**src/hdl/gtl_pkg.sv**
```systemverilog
// Shared types, constants and helper functions for the Gherkin token lexer.
package gtl_pkg;

  localparam int POS_W   = 32;
  localparam int LINE_W  = 24;
  localparam int NKW     = 10;
  localparam int MAX_TOK = 3;

  typedef logic [POS_W-1:0]  pos_t;
  typedef logic [LINE_W-1:0] line_t;
  typedef logic [NKW-1:0]    kwset_t;

  localparam pos_t  POS_MAX  = {POS_W{1'b1}};
  localparam line_t LINE_MAX = {LINE_W{1'b1}};

  localparam logic [4:0] K_NEWLINE  = 5'd0;
  localparam logic [4:0] K_TAG      = 5'd1;
  localparam logic [4:0] K_COLON    = 5'd2;
  localparam logic [4:0] K_PIPE     = 5'd3;
  localparam logic [4:0] K_LANGLE   = 5'd4;
  localparam logic [4:0] K_RANGLE   = 5'd5;
  localparam logic [4:0] K_LITERAL  = 5'd6;
  localparam logic [4:0] K_KEYWORD0 = 5'd7;
  localparam logic [4:0] K_SCENARIO = 5'd9;
  localparam logic [4:0] K_OUTLINE  = 5'd10;
  localparam logic [4:0] K_END      = 5'd17;

  localparam logic [7:0] CH_NL     = 8'd10;
  localparam logic [7:0] CH_SPACE  = 8'd32;
  localparam logic [7:0] CH_AT     = 8'h40;
  localparam logic [7:0] CH_COLON  = 8'h3A;
  localparam logic [7:0] CH_PIPE   = 8'h7C;
  localparam logic [7:0] CH_LANGLE = 8'h3C;
  localparam logic [7:0] CH_RANGLE = 8'h3E;

  // keyword text right-justified: char i sits at byte (len-1-i)
  localparam logic [127:0] KW_TEXT [NKW] = '{
    "Feature", "Background", "Scenario", "ScenarioOutline", "Examples",
    "Given", "When", "Then", "And", "But"};
  localparam logic [3:0] KW_LEN [NKW] = '{4'd7, 4'd10, 4'd8, 4'd15, 4'd8,
                                           4'd5, 4'd4, 4'd4, 4'd3, 4'd3};
  localparam logic [63:0] OUTLINE_TAIL = " Outline";

  localparam logic [3:0] REG_FIRST_LINE = 4'd0;

  typedef struct packed {
    logic [4:0]  kind;
    line_t       line;
    logic [31:0] start;
    logic [31:0] len;
  } tok_t;

  typedef struct packed {
    logic [1:0]           cnt;
    tok_t [MAX_TOK-1:0]   tok;
  } bundle_t;

  typedef struct packed {
    logic  we;
    line_t data;
  } cfg_wr_t;

  function automatic pos_t sat1(pos_t v);
    return (v == POS_MAX) ? v : v + pos_t'(1);
  endfunction

  function automatic pos_t sat9(pos_t v);
    return (v > POS_MAX - pos_t'(9)) ? POS_MAX : v + pos_t'(9);
  endfunction

  function automatic logic [7:0] kw_char(int k, logic [3:0] i);
    logic [3:0] j;
    j = KW_LEN[k] - 4'd1 - i;
    return KW_TEXT[k][{j, 3'b000} +: 8];
  endfunction

  function automatic logic [7:0] tail_char(logic [2:0] i);
    logic [2:0] j;
    j = 3'd7 - i;
    return OUTLINE_TAIL[{j, 3'b000} +: 8];
  endfunction

  function automatic kwset_t narrow(kwset_t cand, pos_t idx, logic [7:0] b);
    kwset_t r;
    r = '0;
    for (int k = 0; k < NKW; k++) begin
      if (cand[k] && idx < pos_t'(KW_LEN[k]) && kw_char(k, idx[3:0]) == b) begin
        r[k] = 1'b1;
      end
    end
    return r;
  endfunction

  function automatic logic [4:0] lit_kind(kwset_t cand, pos_t len);
    logic [4:0] r;
    r = K_LITERAL;
    for (int k = NKW - 1; k >= 0; k--) begin
      if (cand[k] && len == pos_t'(KW_LEN[k])) begin
        r = K_KEYWORD0 + 5'(k);
      end
    end
    return r;
  endfunction

endpackage

```
**src/hdl/gtl_front.sv**
```systemverilog
// Front end: lexer state, byte classification and token bundle building.
module gtl_front (
  input  logic             clk,
  input  logic             rst_n,
  input  logic             acc,
  input  logic [7:0]       char_code,
  input  logic             end_of_source,
  input  gtl_pkg::cfg_wr_t cfg_wr,
  output gtl_pkg::line_t   first_line,
  output logic             push,
  output gtl_pkg::bundle_t bundle
);
  import gtl_pkg::*;

  typedef enum logic [1:0] {M_IDLE, M_TAG, M_LIT, M_OUT} mode_t;

  mode_t      mode_r, mode_nxt;
  kwset_t     cand_r, cand_nxt;
  pos_t       tl_r, tl_nxt;
  pos_t       ts_r, ts_nxt;
  pos_t       bp_r, bp_nxt;
  line_t      line_r, line_nxt;
  line_t      first_r;
  logic [3:0] omc_r, omc_nxt;
  pos_t       pss_r, pss_nxt;

  bundle_t    bun;
  logic [1:0] n;
  logic       do_fresh, do_lit, delim;
  pos_t       l_ts, l_tl;
  kwset_t     l_cand;
  logic [4:0] lk;

  function automatic tok_t mk(logic [4:0] k, line_t ln, pos_t s, pos_t l);
    tok_t t;
    t.kind  = k;
    t.line  = ln;
    t.start = s[31:0];
    t.len   = l[31:0];
    return t;
  endfunction

  always_comb begin
    mode_nxt = mode_r; cand_nxt = cand_r; tl_nxt = tl_r; ts_nxt = ts_r;
    bp_nxt = bp_r; line_nxt = line_r; omc_nxt = omc_r; pss_nxt = pss_r;
    bun = '0; n = 2'd0;
    do_fresh = 1'b0; do_lit = 1'b0;
    l_ts = ts_r; l_tl = tl_r; l_cand = cand_r;
    lk = K_LITERAL;
    delim = (char_code inside {[8'd9:8'd13], CH_SPACE, CH_LANGLE, CH_RANGLE, CH_COLON});
    if (end_of_source) begin
      case (mode_r)
        M_TAG: begin
          bun.tok[n] = mk(K_TAG, line_r, ts_r, tl_r); n = n + 2'd1;
        end
        M_LIT: begin
          bun.tok[n] = mk(lit_kind(cand_r, tl_r), line_r, ts_r, tl_r); n = n + 2'd1;
        end
        M_OUT: begin
          bun.tok[n] = mk(K_SCENARIO, line_r, pss_r, pos_t'(8)); n = n + 2'd1;
          if (omc_r >= 4'd2) begin
            bun.tok[n] = mk(K_LITERAL, line_r, sat9(pss_r), pos_t'(omc_r - 4'd1));
            n = n + 2'd1;
          end
        end
        default: ;
      endcase
      bun.tok[n] = mk(K_END, line_r, bp_r, '0); n = n + 2'd1;
      mode_nxt = M_IDLE; cand_nxt = '0; tl_nxt = '0; ts_nxt = '0; bp_nxt = '0;
      line_nxt = first_r; omc_nxt = '0; pss_nxt = '0;
    end else begin
      bp_nxt = sat1(bp_r);
      case (mode_r)
        M_TAG: begin
          if (char_code inside {[8'd9:8'd13], CH_SPACE}) begin
            bun.tok[n] = mk(K_TAG, line_r, ts_r, tl_r); n = n + 2'd1;
            do_fresh = 1'b1;
          end else begin
            tl_nxt = sat1(tl_r);
          end
        end
        M_LIT: do_lit = 1'b1;
        M_OUT: begin
          if (omc_r >= 4'd8) begin
            bun.tok[n] = mk(K_OUTLINE, line_r, pss_r, pos_t'(16)); n = n + 2'd1;
            omc_nxt = '0;
            do_fresh = 1'b1;
          end else if (tail_char(omc_r[2:0]) == char_code) begin
            omc_nxt = omc_r + 4'd1;
          end else begin
            // outline mismatch: emit Scenario, re-lex the consumed tail bytes
            bun.tok[n] = mk(K_SCENARIO, line_r, pss_r, pos_t'(8)); n = n + 2'd1;
            omc_nxt = '0;
            mode_nxt = M_IDLE;
            if (omc_r >= 4'd2) begin
              l_ts = sat9(pss_r); l_tl = pos_t'(omc_r - 4'd1); l_cand = '0;
              do_lit = 1'b1;
            end else begin
              do_fresh = 1'b1;
            end
          end
        end
        default: do_fresh = 1'b1;
      endcase
      if (do_lit) begin
        lk = lit_kind(l_cand, l_tl);
        if (!delim) begin
          mode_nxt = M_LIT; ts_nxt = l_ts;
          cand_nxt = narrow(l_cand, l_tl, char_code);
          tl_nxt = sat1(l_tl);
        end else if (lk == K_SCENARIO && char_code == CH_SPACE) begin
          mode_nxt = M_OUT; omc_nxt = 4'd1; pss_nxt = l_ts;
        end else begin
          bun.tok[n] = mk(lk, line_r, l_ts, l_tl); n = n + 2'd1;
          do_fresh = 1'b1;
        end
      end
      if (do_fresh) begin
        mode_nxt = M_IDLE;
        case (char_code)
          CH_NL: begin
            bun.tok[n] = mk(K_NEWLINE, line_r, bp_r, pos_t'(1)); n = n + 2'd1;
            if (line_r != LINE_MAX) line_nxt = line_r + line_t'(1);
          end
          CH_AT: begin
            mode_nxt = M_TAG; ts_nxt = bp_r; tl_nxt = pos_t'(1);
          end
          CH_COLON: begin
            bun.tok[n] = mk(K_COLON, line_r, bp_r, pos_t'(1)); n = n + 2'd1;
          end
          CH_PIPE: begin
            bun.tok[n] = mk(K_PIPE, line_r, bp_r, pos_t'(1)); n = n + 2'd1;
          end
          CH_LANGLE: begin
            bun.tok[n] = mk(K_LANGLE, line_r, bp_r, pos_t'(1)); n = n + 2'd1;
          end
          CH_RANGLE: begin
            bun.tok[n] = mk(K_RANGLE, line_r, bp_r, pos_t'(1)); n = n + 2'd1;
          end
          default: begin
            if (!(char_code inside {[8'd9:8'd13], CH_SPACE})) begin
              mode_nxt = M_LIT; ts_nxt = bp_r; tl_nxt = pos_t'(1);
              cand_nxt = narrow({NKW{1'b1}}, '0, char_code);
            end
          end
        endcase
      end
    end
    bun.cnt = n;
  end

  always_ff @(posedge clk) begin
    if (!rst_n) begin
      mode_r <= M_IDLE; cand_r <= '0; tl_r <= '0; ts_r <= '0; bp_r <= '0;
      line_r <= line_t'(1); first_r <= line_t'(1); omc_r <= '0; pss_r <= '0;
    end else begin
      if (acc) begin
        mode_r <= mode_nxt; cand_r <= cand_nxt; tl_r <= tl_nxt; ts_r <= ts_nxt;
        bp_r <= bp_nxt; line_r <= line_nxt; omc_r <= omc_nxt; pss_r <= pss_nxt;
      end
      if (cfg_wr.we) begin
        first_r <= cfg_wr.data;
        if (bp_r == '0) line_r <= cfg_wr.data;
      end
    end
  end

  assign push       = acc && (bun.cnt != 2'd0);
  assign bundle     = bun;
  assign first_line = first_r;

endmodule

```
**src/hdl/gtl_back.sv**
```systemverilog
// Back end: two-entry bundle queue and token serializer.
module gtl_back (
  input  logic             clk,
  input  logic             rst_n,
  input  logic             push,
  input  gtl_pkg::bundle_t bundle,
  output logic             full,
  output logic             out_valid,
  input  logic             out_ready,
  output gtl_pkg::tok_t    out_tok,
  output logic             out_last
);
  import gtl_pkg::*;

  bundle_t    q_r [2];
  logic       wp_r, rp_r;
  logic [1:0] cnt_r, idx_r;
  logic       pop;
  bundle_t    head;

  assign head      = q_r[rp_r];
  assign full      = (cnt_r == 2'd2);
  assign out_valid = (cnt_r != 2'd0);
  assign out_tok   = head.tok[idx_r];
  assign out_last  = (idx_r == head.cnt - 2'd1);
  assign pop       = out_valid && out_ready && out_last;

  always_ff @(posedge clk) begin
    if (push) q_r[wp_r] <= bundle;
  end

  always_ff @(posedge clk) begin
    if (!rst_n) begin
      wp_r <= 1'b0; rp_r <= 1'b0; cnt_r <= 2'd0; idx_r <= 2'd0;
    end else begin
      if (push) wp_r <= ~wp_r;
      if (pop) rp_r <= ~rp_r;
      cnt_r <= cnt_r + 2'(push) - 2'(pop);
      if (out_valid && out_ready) idx_r <= out_last ? 2'd0 : idx_r + 2'd1;
    end
  end

endmodule

```
**src/hdl/gherkin_token_lexer_unit.sv**
```systemverilog
// Top level of the Gherkin token lexer: APB register, front end and back end.
//
//  channel | ports                         | direction
//  input   | in_char_code, in_end_of_source | request in, valid/ready
//  result  | out_token_kind .. last_of_run  | request out, valid/ready
//  config  | cfg_p*                         | APB, first_line at 0x0
//
// One byte is taken per cycle while in_ready is high; in_ready drops only when
// the queue is full. A byte becomes a token bundle in the cycle it is taken.
// Tokens leave one per cycle while out_ready is high; the two-entry bundle queue
// lets input continue while a bundle drains. Reset is synchronous.
module gherkin_token_lexer_unit (
  input  logic        clk,
  input  logic        rst_n,
  input  logic        in_valid,
  output logic        in_ready,
  input  logic [7:0]  in_char_code,
  input  logic        in_end_of_source,
  output logic        out_valid,
  input  logic        out_ready,
  output logic [4:0]  out_token_kind,
  output logic [23:0] out_line_number,
  output logic [31:0] out_start_offset,
  output logic [31:0] out_lexeme_length,
  output logic        out_last_of_run,
  input  logic        cfg_psel,
  input  logic        cfg_penable,
  input  logic        cfg_pwrite,
  input  logic [2:0]  cfg_paddr,
  input  logic [31:0] cfg_pwdata,
  output logic [31:0] cfg_prdata,
  output logic        cfg_pready
);
  import gtl_pkg::*;

  cfg_wr_t cfg_wr;
  line_t   first_line;
  logic    acc, push, full;
  bundle_t bundle;
  tok_t    tok;

  assign cfg_pready = 1'b1;
  assign cfg_wr.we  = cfg_psel && cfg_penable && cfg_pwrite &&
                      ({1'b0, cfg_paddr[2]} == REG_FIRST_LINE[1:0]);
  assign cfg_wr.data = cfg_pwdata[LINE_W-1:0];
  assign cfg_prdata = ({1'b0, cfg_paddr[2]} == REG_FIRST_LINE[1:0]) ?
                      {{(32-LINE_W){1'b0}}, first_line} : 32'd0;

  assign in_ready = !full;
  assign acc      = in_valid && in_ready;

  gtl_front u_front (
    .clk, .rst_n, .acc,
    .char_code(in_char_code), .end_of_source(in_end_of_source),
    .cfg_wr, .first_line, .push, .bundle
  );

  gtl_back u_back (
    .clk, .rst_n, .push, .bundle, .full,
    .out_valid, .out_ready, .out_tok(tok), .out_last(out_last_of_run)
  );

  assign out_token_kind    = tok.kind;
  assign out_line_number   = tok.line;
  assign out_start_offset  = tok.start;
  assign out_lexeme_length = tok.len;

`ifndef SYNTH
  a_kind_range: assert property (@(posedge clk) disable iff (!rst_n)
    out_valid |-> (out_token_kind <= K_END)) else $error("bad token kind");
  a_end_last: assert property (@(posedge clk) disable iff (!rst_n)
    out_valid && out_token_kind == K_END |-> out_last_of_run)
    else $error("end token not last");
  a_nl_last: assert property (@(posedge clk) disable iff (!rst_n)
    out_valid && out_token_kind == K_NEWLINE |-> out_last_of_run)
    else $error("newline token not last");
  a_eos_queued: assert property (@(posedge clk) disable iff (!rst_n)
    in_valid && in_ready && in_end_of_source |=> out_valid)
    else $error("end of source lost");
`endif

endmodule

```
**config.mk**
```make
export PLATFORM = sky130hd
export DESIGN_NAME = gherkin_token_lexer_unit
export DESIGN_NICKNAME = d
export VERILOG_FILES = /design/src/hdl/gtl_pkg.sv /design/src/hdl/gtl_front.sv /design/src/hdl/gtl_back.sv /design/src/hdl/gherkin_token_lexer_unit.sv
export SDC_FILE = /design/constraint.sdc
export NUM_CORES = 2
export LEC_CHECK = 0
export BUFFER_PORTS_ARGS = -buffer_cell sky130_fd_sc_hd__buf_2
export CAP_MARGIN = 20
export CORE_MARGIN = 1
export CORE_UTILIZATION = 58
export DETAILED_ROUTE_END_ITERATION = 12
export MAX_ROUTING_LAYER = met4
export PLACE_DENSITY = 0.82
export SLEW_MARGIN = 40
export SYNTH_ARGS = -nofsm -noshare
export SYNTH_HDL_FRONTEND = slang
export SYNTH_SLANG_ARGS = --single-unit
```
**constraint.sdc**
```tcl
create_clock -name clk -period 47.8 [get_ports clk]
set_clock_uncertainty 0.2 [all_clocks]
set_input_delay 9.56 -clock clk [delete_from_list [all_inputs] [get_ports clk]]
set_output_delay 9.56 -clock clk [all_outputs]
set_load 0.02 [all_outputs]
```
==> flow_summary.yaml <==
yosys:
  synthArstFlopShare_pct: 0
  synth_top_area_share_pct: 39.2
  yosysMostFrequentCell: "edfxtp_1"
  synth_cell_type_count: 99
  netlist_area_um2: 38100
  synth_edf_count: 498
  synth.avg_cell_area_um2: 10.2
  synth_cells: 3720
  synth-main-ff-cell: "edfxtp_1"
  synth_warnings: 0
  ys_top_cells_by_count: "edfxtp_1 (498), nand2_1 (371), nor2_1 (293)"
  ys_ff_latch: 697
  ys_seq_area_share_pct: 49.7
  yosys-top-cells-area: "edfxtp_1 (39%), dfxtp_1 (10%), mux4_2 (5.5%)"
  synth_top_area_cell: "edfxtp_1"
layout:
  n_fill_cell: 4942
  seqCellArea_um2: 18900
  fin_area_um2: 41800
  areaGrowthSynthToFinish_pct: 9.54
  multi_input_comb_area_um2: 17600
  fin_nets: 3788
  layout-drive-gt1-share_pct: 13.9
critical_path:
  crit_fanout: 26
  worstReg2RegEnd: "u_back.q_r[0][31]$_DFFE_PP_"
  start_kind: "primary input"
  cp_slowest_cell: "buf_2"
  crit_path_end_kind: "output pin"
  required_ns: 38.04
  crit_chain: "buf_2 > nor2b_1 > buf_2"
  worstReg2RegStart: "u_front.omc_r[0]$_SDFFE_PN0P_"
  reg2reg_slack_ns: 39.24
  worst_path_most_repeated_cell: "buf_2"
  cp.arrival_ns: 10.30
  critPathLaunch: "cfg_paddr[2]"
  cpPeakStageDelay_ns: 0.42
  r2r_cells: 22
  critPathKind: "primary input to output pin"
die:
  fp-row-count: 93
  start_util_pct: 58.9
  core_um2: 64700
  fp.dieH_um: 258
  fp.dieW_um: 258
  io_pins: 180
  die_area_um2: 66800
worst_hold_path:
  min_path_cells: 2
  holdPathEnd: "u_front.first_line[19]$_SDFFE_PN0P_"
  holdCritPathClass: "flop to flop"
  worstHoldStart: "u_front.first_line[19]$_SDFFE_PN0P_"
drt:
  top_layer: "met4"
  routedWlPerCell_um: 25.6
  dr.pass1.iters: 10
  met1_length_um: 42900
  initialDrtViolationCount: 5521
  routed-wl-met2_um: 52600
  route.met3.wl_um: 15800
  vias: 32400
  ant_nets: 0
  drcViolationCount: 0
  drt-total-wl_um: 118000
  vias_per_cell: 7.04
sta:
  fmax_mhz: 49.9
  hold_viol: 0
  slew_headroom_pct: 35.4
  fin_setup_tns_ns: 0
  final_max_slew_viol_count: 0
  setup_viol: 0
  finalCritPeriodShare_pct: 42.0
  worst_slew_pin_slew_ns: 0.964
  rsz0062_at_grt: "false"
  timing.final.crit_period_ns: 20.06
power:
  p_leak_nw: 13.5
  ir_drop_mv: 0.0248
  power_density_nw_per_um2: 33.6
global_routing:
  grt_max_degree: 84
  grt.overflow.total: 0
  grt_antenna_before_repair: 1
  gr-usage-all-layers_pct: 35.6
  grt_pass1_vias: 30900
  grt_pass1_wl_um: 179000
clock_network:
  numClockSinks: 697
  cts_tree: "done"
  htree_num_levels: 3
  insertion_delay_ns: 0.63
  cts-buffers-inserted: 71
  ctsResizeCount: 0
  holdBufCountCts: 0
  ctsLongestPathBuffers: 3
  postCtsSetupBuffers: 0
  cts_root_buf: "clkbuf_16"
  clk_pin_slew_worst_paths_ns: 0.06
status:
  outcome: "finished, final reports clean"
job:
  maxCapViolCount: 0
placement:
  place.gp.congestion: 0.987
  place_hpwl_um: 72600
  placed_area_um2: 39500
  portBuffers: 160
==> per-stage QoR <==
stage	utilization (%)	instances	power (W)	setup WS, ns	hold slack (ns)
after floorplan	-	3727	0.000812	22.57	0.240
after global placement	60.8	4465	0.000858	27.80	0.269
after detailed placement	61.0	4470	0.000863	27.75	0.267
after CTS	64.5	4600	0.00140	27.74	0.275
after global routing	64.6	4602	0.00144	27.67	0.316
final	64.6	4602	0.00140	27.74	0.274
==> where the power goes <==
part	total (W)	leakage [nW]	internal [W]	switching, W
clock network	0.000547	1.12	0.000308	0.000239
registers	0.000683	6.09	0.000670	0.0000131
logic	0.000172	6.30	0.0000569	0.000115
total	0.00140	13.5	0.00104	0.000368
==> worst max-delay path by stage <==
stage	end	slack, ns
after floorplan	u_back.q_r[0][0]$_DFFE_PP_	22.57
after global placement	cfg_prdata[17]	27.80
after detailed placement	cfg_prdata[0]	27.75
after CTS	cfg_prdata[23]	27.74
after global routing	cfg_prdata[23]	27.67
final	cfg_prdata[23]	27.74
==> worst max-delay path, delay by kind of cell <==
family	cells	cell delay (ns)
buffers and inverters	2	0.60
AND/OR/NAND/NOR	1	0.12
==> kinds of logic after synthesis <==
| kind of cell | Yosys count | synth area share [%] |
|---|---|---|
| xor+xnor | 105 | 2.41 |
| other cells | 2 | 0.0197 |
| buf+inv | 458 | 4.70 |
| mux | 197 | 8.27 |
| compound gates | 937 | 16.9 |
| flops | 697 | 49.7 |
| fa+ha+maj | 49 | 1.61 |
| simple gates | 1275 | 16.4 |
==> flip-flops by register name, indices dropped and copies added, names as in the netlist, 10 cells and up, named ones only <==
register            flops
u_front.ts_r           32
u_front.bp_r           32
u_back.q_r            498
u_front.line_r         24
u_front.pss_r          32
u_front.tl_r           32
u_front.first_line     24
u_front.cand_r         10
==> per-layer routing <==
| layer | vias up | GRT usage (%) |
|---|---|---|
| met5 | - | - |
| met4 | 0 | 19.1 |
| met3 | 542 | 7.71 |
| met2 | 2610 | 52.9 |
| met1 | 15300 | 45.8 |
| li1 | 14000 | - |
==> cell usage in the layout, fill, tap and decap left out, types with 15 or more instances in the layout <==
| master | count |
|---|---|
| xor2_1 | 43 |
| and2_1 | 48 |
| nand2_1 | 365 |
| a222oi_1 | 33 |
| or3_1 | 28 |
| and4_1 | 18 |
| dfxtp_1 | 196 |
| clkbuf_16 | 74 |
| nor4_1 | 34 |
| edfxtp_1 | 498 |
| buf_4 | 56 |
| o211ai_1 | 38 |
| nand4_1 | 61 |
| o31ai_1 | 19 |
| nand3_1 | 94 |
| nor3_1 | 62 |
| mux2i_1 | 91 |
| a21oi_1 | 201 |
| a22oi_1 | 62 |
| a221o_1 | 18 |
| o21ai_0 | 161 |
| buf_2 | 161 |
| and3_1 | 37 |
| ha_1 | 49 |
| mux4_2 | 93 |
| clkinv_2 | 17 |
| nor2_1 | 285 |
| nor2b_1 | 162 |
| a221oi_1 | 50 |
| o2111ai_1 | 15 |
| a211oi_1 | 47 |
| a31oi_1 | 46 |
| inv_1 | 108 |
| o22ai_1 | 86 |
| xnor2_1 | 62 |
==> area by class of cell <==
type / count / share of cell area, %
Inverter: 115 / 1.04
Timing Repair Buffer: 231 / 3.38
Multi-Input combinational cell: 2572 / 42.2
Antenna cell: 2 / 0.0120
Tap cell: 855 / 2.56
Clock inverter: 38 / 0.731
Clock buffer: 92 / 4.69
Sequential cell: 697 / 45.4
No activity file was read; power rests on OpenSTA's default activity.
